File: config.mk
export PLATFORM = sky130hd
export DESIGN_NAME = level_order_tree_store
export DESIGN_NICKNAME = d
export VERILOG_FILES = /design/src/rtl/lots_pkg.sv /design/src/rtl/lots_cell.sv /design/src/rtl/lots_ring.sv /design/src/rtl/level_order_tree_store.sv
export SDC_FILE = /design/constraint.sdc
export NUM_CORES = 2
export LEC_CHECK = 0
export CORE_UTILIZATION = 35
export DETAILED_ROUTE_END_ITERATION = 16
export DONT_BUFFER_PORTS = 1
export MAX_ROUTING_LAYER = met4
export PLACE_DENSITY = 0.54
export SETUP_SLACK_MARGIN = 0.4
export SYNTH_ARGS = -nofsm -noshare
export SYNTH_HDL_FRONTEND = slang
export SYNTH_SLANG_ARGS = --single-unit
export TNS_END_PERCENT = 30
File: constraint.sdc
create_clock -name clk -period 5.9 [get_ports clk]
set_input_delay 0.295 -clock clk [delete_from_list [all_inputs] [get_ports clk]]
set_output_delay 0.295 -clock clk [all_outputs]
set_load 0.01 [all_outputs]
File: src/rtl/lots_pkg.sv
package lots_pkg;

	localparam int KEY_W = 32;

	typedef enum logic [1:0] {
		CMD_INSERT = 2'd0,
		CMD_DELETE = 2'd1,
		CMD_SEARCH = 2'd2,
		CMD_DUMP   = 2'd3
	} cmd_t;

	typedef enum logic [1:0] {
		STAT_DONE      = 2'd0,
		STAT_FULL      = 2'd1,
		STAT_NOT_FOUND = 2'd2,
		STAT_EMPTY     = 2'd3
	} status_t;

	typedef logic signed [KEY_W-1:0] key_t;

	typedef struct packed {
		cmd_t cmd;
		key_t key;
	} req_t;

	typedef struct packed {
		status_t status;
		logic    found;
		key_t    value;
		logic    last;
	} rsp_t;

	typedef enum logic [2:0] {
		S_IDLE = 3'b001,
		S_SCAN = 3'b010,
		S_RESP = 3'b100
	} state_t;

endpackage

File: src/rtl/lots_cell.sv
module lots_cell (
	input  logic           clk,
	input  logic           shift,
	input  logic           wr_en,
	input  lots_pkg::key_t wr_data,
	input  lots_pkg::key_t nxt,
	output lots_pkg::key_t q
);

	lots_pkg::key_t entry_q;

	always_ff @(posedge clk) begin
		if (wr_en) begin
			entry_q <= wr_data;
		end else if (shift) begin
			entry_q <= nxt;
		end
	end

	assign q = entry_q;

endmodule

File: src/rtl/lots_ring.sv
module lots_ring #(
	parameter int CAPACITY = 64,
	parameter int IDX_W    = $clog2(CAPACITY)
) (
	input  logic             clk,
	input  logic             shift,
	input  logic             wr_en,
	input  logic [IDX_W-1:0] wr_idx,
	input  lots_pkg::key_t   wr_data,
	output lots_pkg::key_t   head
);

	lots_pkg::key_t cell_q [CAPACITY];

	for (genvar i = 0; i < CAPACITY; i++) begin : g_cell
		localparam int NXT = (i + 1) % CAPACITY;
		logic cell_we;

		assign cell_we = wr_en && (wr_idx == IDX_W'(i));

		lots_cell u_cell (
			.clk     (clk),
			.shift   (shift),
			.wr_en   (cell_we),
			.wr_data (wr_data),
			.nxt     (cell_q[NXT]),
			.q       (cell_q[i])
		);
	end

	assign head = cell_q[0];

endmodule

File: src/rtl/level_order_tree_store.sv
// Channel  Dir  Handshake             Payload
// req      in   req_valid/req_ready   lots_pkg::req_t  {cmd, key}
// rsp      out  rsp_valid/rsp_ready   lots_pkg::rsp_t  {status, found, value, last}
//
// Insert, and any request on an empty tree, skips the scan and answers as soon as
// the rsp register is free. Search and delete rotate the cell ring one slot per
// cycle for a full turn, then answer. Dump also turns it fully, sending each entry.
// Reset clears control registers and fill count; cells stay unknown until written.
// A rsp stall holds the ring only while a dump has an entry waiting to go out.
module level_order_tree_store #(
	parameter int CAPACITY = 64
) (
	input  logic            clk,
	input  logic            arst_n,
	input  logic            req_valid,
	output logic            req_ready,
	input  lots_pkg::req_t  req,
	output logic            rsp_valid,
	input  logic            rsp_ready,
	output lots_pkg::rsp_t  rsp
);

	localparam int IDX_W = (CAPACITY > 1) ? $clog2(CAPACITY) : 1;
	localparam int CNT_W = $clog2(CAPACITY + 1);
	localparam logic [IDX_W-1:0] IDX_LAST = IDX_W'(CAPACITY - 1);
	localparam logic [CNT_W-1:0] CNT_FULL = CNT_W'(CAPACITY);
	localparam logic [CNT_W-1:0] CNT_ONE  = CNT_W'(1);

	lots_pkg::state_t  state_q;
	lots_pkg::cmd_t    op_q;
	lots_pkg::key_t    key_q;
	lots_pkg::key_t    last_val_q;
	lots_pkg::key_t    head;
	lots_pkg::status_t pend_status_q;
	lots_pkg::rsp_t    rsp_q;
	logic [CNT_W-1:0]  fill_q;
	logic [IDX_W-1:0]  idx_q;
	logic [IDX_W-1:0]  hit_q;
	logic [IDX_W-1:0]  wr_idx;
	lots_pkg::key_t    wr_data;
	logic              found_q;
	logic              pend_found_q;
	logic              do_del_q;
	logic              rsp_valid_q;
	logic              accept;
	logic              rsp_free;
	logic              in_range;
	logic              at_last_slot;
	logic              hit_now;
	logic              found_nx;
	logic              is_dump;
	logic              step;
	logic              ins_ok;
	logic              resp_go;
	logic              dump_emit;
	logic              wr_en;

	assign req_ready    = (state_q == lots_pkg::S_IDLE);
	assign accept       = req_valid && req_ready;
	assign rsp_free     = !rsp_valid_q || rsp_ready;
	assign in_range     = CNT_W'(idx_q) < fill_q;
	assign at_last_slot = CNT_W'(idx_q) == (fill_q - CNT_ONE);
	assign hit_now      = in_range && (head == key_q);
	assign found_nx     = found_q || hit_now;
	assign is_dump      = (op_q == lots_pkg::CMD_DUMP);
	assign step         = (state_q == lots_pkg::S_SCAN) && (!(is_dump && in_range) || rsp_free);
	assign dump_emit    = step && is_dump && in_range;
	assign resp_go      = (state_q == lots_pkg::S_RESP) && rsp_free;
	assign ins_ok       = accept && (req.cmd == lots_pkg::CMD_INSERT) && (fill_q < CNT_FULL);
	assign wr_en        = ins_ok || (resp_go && do_del_q);
	assign wr_idx       = resp_go ? hit_q : fill_q[IDX_W-1:0];
	assign wr_data      = resp_go ? last_val_q : req.key;

	lots_ring #(
		.CAPACITY (CAPACITY),
		.IDX_W    (IDX_W)
	) u_ring (
		.clk     (clk),
		.shift   (step),
		.wr_en   (wr_en),
		.wr_idx  (wr_idx),
		.wr_data (wr_data),
		.head    (head)
	);

	always_ff @(posedge clk or negedge arst_n) begin
		if (!arst_n) begin
			state_q     <= lots_pkg::S_IDLE;
			fill_q      <= '0;
			idx_q       <= '0;
			do_del_q    <= 1'b0;
			rsp_valid_q <= 1'b0;
		end else begin
			if (rsp_valid_q && rsp_ready) begin
				rsp_valid_q <= 1'b0;
			end
			case (state_q)
				lots_pkg::S_IDLE: begin
					if (accept) begin
						idx_q    <= '0;
						do_del_q <= 1'b0;
						if (req.cmd == lots_pkg::CMD_INSERT) begin
							state_q <= lots_pkg::S_RESP;
							if (ins_ok) begin
								fill_q <= fill_q + CNT_ONE;
							end
						end else if (fill_q == '0) begin
							state_q <= lots_pkg::S_RESP;
						end else begin
							state_q <= lots_pkg::S_SCAN;
						end
					end
				end
				lots_pkg::S_SCAN: begin
					if (step) begin
						idx_q <= idx_q + IDX_W'(1);
						if (idx_q == IDX_LAST) begin
							idx_q <= '0;
							if (is_dump) begin
								state_q <= lots_pkg::S_IDLE;
							end else begin
								state_q  <= lots_pkg::S_RESP;
								do_del_q <= (op_q == lots_pkg::CMD_DELETE) && found_nx;
							end
						end
					end
					if (dump_emit) begin
						rsp_valid_q <= 1'b1;
					end
				end
				lots_pkg::S_RESP: begin
					if (rsp_free) begin
						rsp_valid_q <= 1'b1;
						state_q     <= lots_pkg::S_IDLE;
						if (do_del_q) begin
							fill_q <= fill_q - CNT_ONE;
						end
					end
				end
				default: begin
					state_q <= lots_pkg::S_IDLE;
				end
			endcase
		end
	end

	always_ff @(posedge clk) begin
		if (accept) begin
			op_q    <= req.cmd;
			key_q   <= req.key;
			found_q <= 1'b0;
			pend_found_q <= 1'b0;
			if (req.cmd == lots_pkg::CMD_INSERT) begin
				pend_status_q <= ins_ok ? lots_pkg::STAT_DONE : lots_pkg::STAT_FULL;
			end else begin
				pend_status_q <= lots_pkg::STAT_EMPTY;
			end
		end
		if (step) begin
			found_q <= found_nx;
			if (hit_now) begin
				hit_q <= idx_q;
			end
			if (in_range && at_last_slot) begin
				last_val_q <= head;
			end
			if (idx_q == IDX_LAST) begin
				pend_status_q <= found_nx ? lots_pkg::STAT_DONE : lots_pkg::STAT_NOT_FOUND;
				pend_found_q  <= (op_q == lots_pkg::CMD_SEARCH) && found_nx;
			end
		end
		if (dump_emit) begin
			rsp_q.status <= lots_pkg::STAT_DONE;
			rsp_q.found  <= 1'b0;
			rsp_q.value  <= head;
			rsp_q.last   <= at_last_slot;
		end else if (resp_go) begin
			rsp_q.status <= pend_status_q;
			rsp_q.found  <= pend_found_q;
			rsp_q.value  <= '0;
			rsp_q.last   <= 1'b1;
		end
	end

	assign rsp_valid = rsp_valid_q;
	assign rsp       = rsp_q;

endmodule

==> flow_metrics.env <==
export IMPL_final_cells=8927
export IMPL_syn_area_um2=94700
export IMPL_ctsResizeCount=0
export IMPL_synth_top_area_share=0.683
export IMPL_cp_buffers_inverters=2
export IMPL_wl_met2_um=94600
export IMPL_r2r_start="state_q[1]"
export IMPL_path_cells="or3b_1, nor2_8, a32o_2, and3_1, buf_4, nand2b_1, buf_4"
export IMPL_num_vias=44900
export IMPL_cpPeakStageDelay_ns=0.85
export IMPL_wl_met1_um=110000
export IMPL_synth_top_cell_by_area="edfxtp_1"
export IMPL_grt_max_degree=65
export IMPL_cp_required_ns=6.39
export IMPL_rsz0062_at_grt="no"
export IMPL_die_y_um=522
export IMPL_skew_ns=0.0772
export IMPL_vdd_drop_max_mv=0.302
export IMPL_drive_gt1_frac=0.399
export IMPL_status="completed"
export IMPL_worstMarginPinSlew_ns=1.24
export IMPL_hold_class="primary input to asynchronous set/reset pin"
export IMPL_period_minus_slack_ns=4.77
export IMPL_drc=0
export IMPL_clk_latency_ns=0.88
export IMPL_worst_setup_path_end_kind="flip-flop"
export IMPL_reg2reg_slack_ns=1.13
export IMPL_power_density_nw_per_um2=421
export IMPL_clk_pin_slew_worst_paths_ns=0.06
export IMPL_drtPass1Iterations=6
export IMPL_tns_ns=0
export IMPL_wl_per_cell_um=25.0
export IMPL_slew_headroom=0.173
export IMPL_final_antenna_net_count=0
export IMPL_fmax_mhz=210
export IMPL_syn_area_per_cell_um2=18.2
export IMPL_slew_violations=0
export IMPL_syn_nets=5251
export IMPL_critPathSlowestCell="a32o_2"
export IMPL_hpwl_um=131000
export IMPL_crit_path_frequent_cell="buf_4"
export IMPL_wl_met3_um=12800
export IMPL_initial_core_util=0.353
export IMPL_critPathArrivalTime_ns=5.25
export IMPL_worstPathMaxFanout=52
export IMPL_area_growth_pct=11.3
export IMPL_finalHoldViolCount=0
export IMPL_cts_root_buffer="clkbuf_16"
export IMPL_synth_edff_count=2154
export IMPL_place_congestion=0.819
export IMPL_synth_area_leaders="edfxtp_1, mux2_2, mux2_1"
export IMPL_startpoint="state_q[1]"
export IMPL_dominantRegCellSynth="edfxtp_1"
export IMPL_core_um2=269000
export IMPL_htreeDepth=4
export IMPL_critPathTopFamily="simple AND/OR/NAND/NOR gates"
export IMPL_setup_violations=0
export IMPL_cts_post_setup_buffers_inserted=0
export IMPL_numCtsBuffers=225
export IMPL_die_w_um=522
export IMPL_dieArea_um2=273000
export IMPL_cts_path_max_buffers=3
export IMPL_boundaryPins=76
export IMPL_grt_pass1_wl_um=331000
export IMPL_cts_sinks=2178
export IMPL_grt_pass1_vias=46400
export IMPL_crit_type="flip-flop to flip-flop"
export IMPL_antenna_found_initial=20
export IMPL_nNetsFinal=5232
export IMPL_fillers=24000
export IMPL_power_leakage_nw=34.2
export IMPL_ctsHoldBuffers=40
export IMPL_seq_area_frac_synth=0.689
export IMPL_routed_wirelength_um=223000
export IMPL_mostFrequentLayoutCells="edfxtp_1, mux2_2, mux2_1"
export IMPL_ys_warn_count=0
export IMPL_synthCells=5204
export IMPL_grt_overflow=0
export IMPL_synth_distinct_cells=74
export IMPL_rows=190
export IMPL_async_flop_share=0.00826
export IMPL_cts_tree="built"
export IMPL_dp_cells=8470
export IMPL_cap_violations=0
export IMPL_final_common_cell="edfxtp_1"
export IMPL_avgViaCountPerCell=5.03
export IMPL_port_buffers=0
export IMPL_finalCritPeriodShare=0.808
export IMPL_drt_iter0_drc=4081
export IMPL_ys_ff_latch=2178
export IMPL_track_usage=0.168
export IMPL_dr_max_layer_used="met4"
export IMPL_start_kind="flip-flop"
registers in the layout, indices dropped and copies added (netlist names), 3 cells and up:
signal                  cells
fill_q                      7
hit_q                       6
idx_q                       6
key_q                      32
last_val_q                 32
rsp                        36
state_q                     3
u_ring.g_cell.u_cell.q   2048
final cells by class:
cell class | instances | area (um2) | share of cell area
well taps | 3552 | 4440 | 0.0421
inverters | 12 | 45.0 | 0.000427
multi-input cells | 2548 | 26800 | 0.255
repair buffers | 220 | 1790 | 0.0169
flip-flops and latches | 2178 | 65300 | 0.619
clock buffers | 281 | 5920 | 0.0562
diodes | 11 | 27.5 | 0.000261
clock inverters | 125 | 1120 | 0.0106
cell usage after synthesis (11+ instances only):
| master | n |
|---|---|
| a21oi_1 | 12 |
| and2_1 | 32 |
| and3_1 | 42 |
| buf_1 | 36 |
| buf_2 | 126 |
| buf_4 | 85 |
| buf_6 | 87 |
| clkbuf_1 | 126 |
| dfrtp_1 | 17 |
| edfxtp_1 | 2154 |
| inv_1 | 11 |
| mux2_1 | 472 |
| mux2_2 | 1519 |
| mux2_4 | 60 |
| nand2_1 | 146 |
| nand2b_1 | 43 |
| nand3_1 | 17 |
| nand3_4 | 11 |
| nand4_1 | 15 |
| nor2_1 | 21 |
| o21ai_0 | 11 |
| xnor2_1 | 44 |
worst register-to-register path: stages (launching register included):
cell and delay, ns:
dfrtp_1 0.45, or3b_1 0.62, nor2_8 0.74, a32o_2 0.85, and3_1 0.35, buf_4 0.41
nand2b_1 0.56, buf_4 0.40
stage by stage:
| stage | total power [mW] | setup slack, ns | util | hold slack (ns) | area [um2] |
|---|---|---|---|---|---|
| floorplan | 27.4 | 1.17 | - | -0.000591 | 94700 |
| global placement | 30.9 | 1.22 | 0.365 | 0.0104 | 98000 |
| detailed placement | 30.8 | 1.16 | 0.365 | 0.0108 | 98000 |
| CTS | 44.8 | 1.09 | 0.392 | 0.00120 | 105000 |
| global route | 46.1 | 0.866 | 0.392 | 0.0252 | 105000 |
| finish | 44.4 | 1.13 | 0.393 | 0.0721 | 105000 |
path summary, 6_finish.rpt:
path | end | cells after the start
worst max-delay path | u_ring.g_cell[31].u_cell.q[1] | 7
worst min-delay path | state_q[0] | 2
worst min register to register | rsp[35] | 2
max in group asynchronous | idx_q[3] | 3
min in group clk | key_q[22] | 1
worst max register to register | u_ring.g_cell[31].u_cell.q[1] | 7
kinds of logic after synthesis:
logic type                 after synthesis  synth area share
DFF                                   2178             0.689
and+or+nand+nor                        369            0.0218
AOI/OAI and AO/OA                       71           0.00588
adders and majority gates                9           0.00119
xor gates and xnor gates                47           0.00435
buffers and inverters                  478            0.0315
muxes                                 2052             0.246
report_power, final:
part           internal (mW)  leakage [nW]  switching (mW)
Clock                   7.74          3.43            6.00
Sequential              21.7          20.0            1.20
Combinational           2.49          10.8            5.21
Total                   31.9          34.2            12.4
routing by layer:
layer  vias up  GRT usage
li1      20000          -
met1     23300      0.249
met2      1335      0.235
met3       315     0.0288
met4         0     0.0459
met5         -          -
No activity file was read; power rests on OpenSTA's default activity.
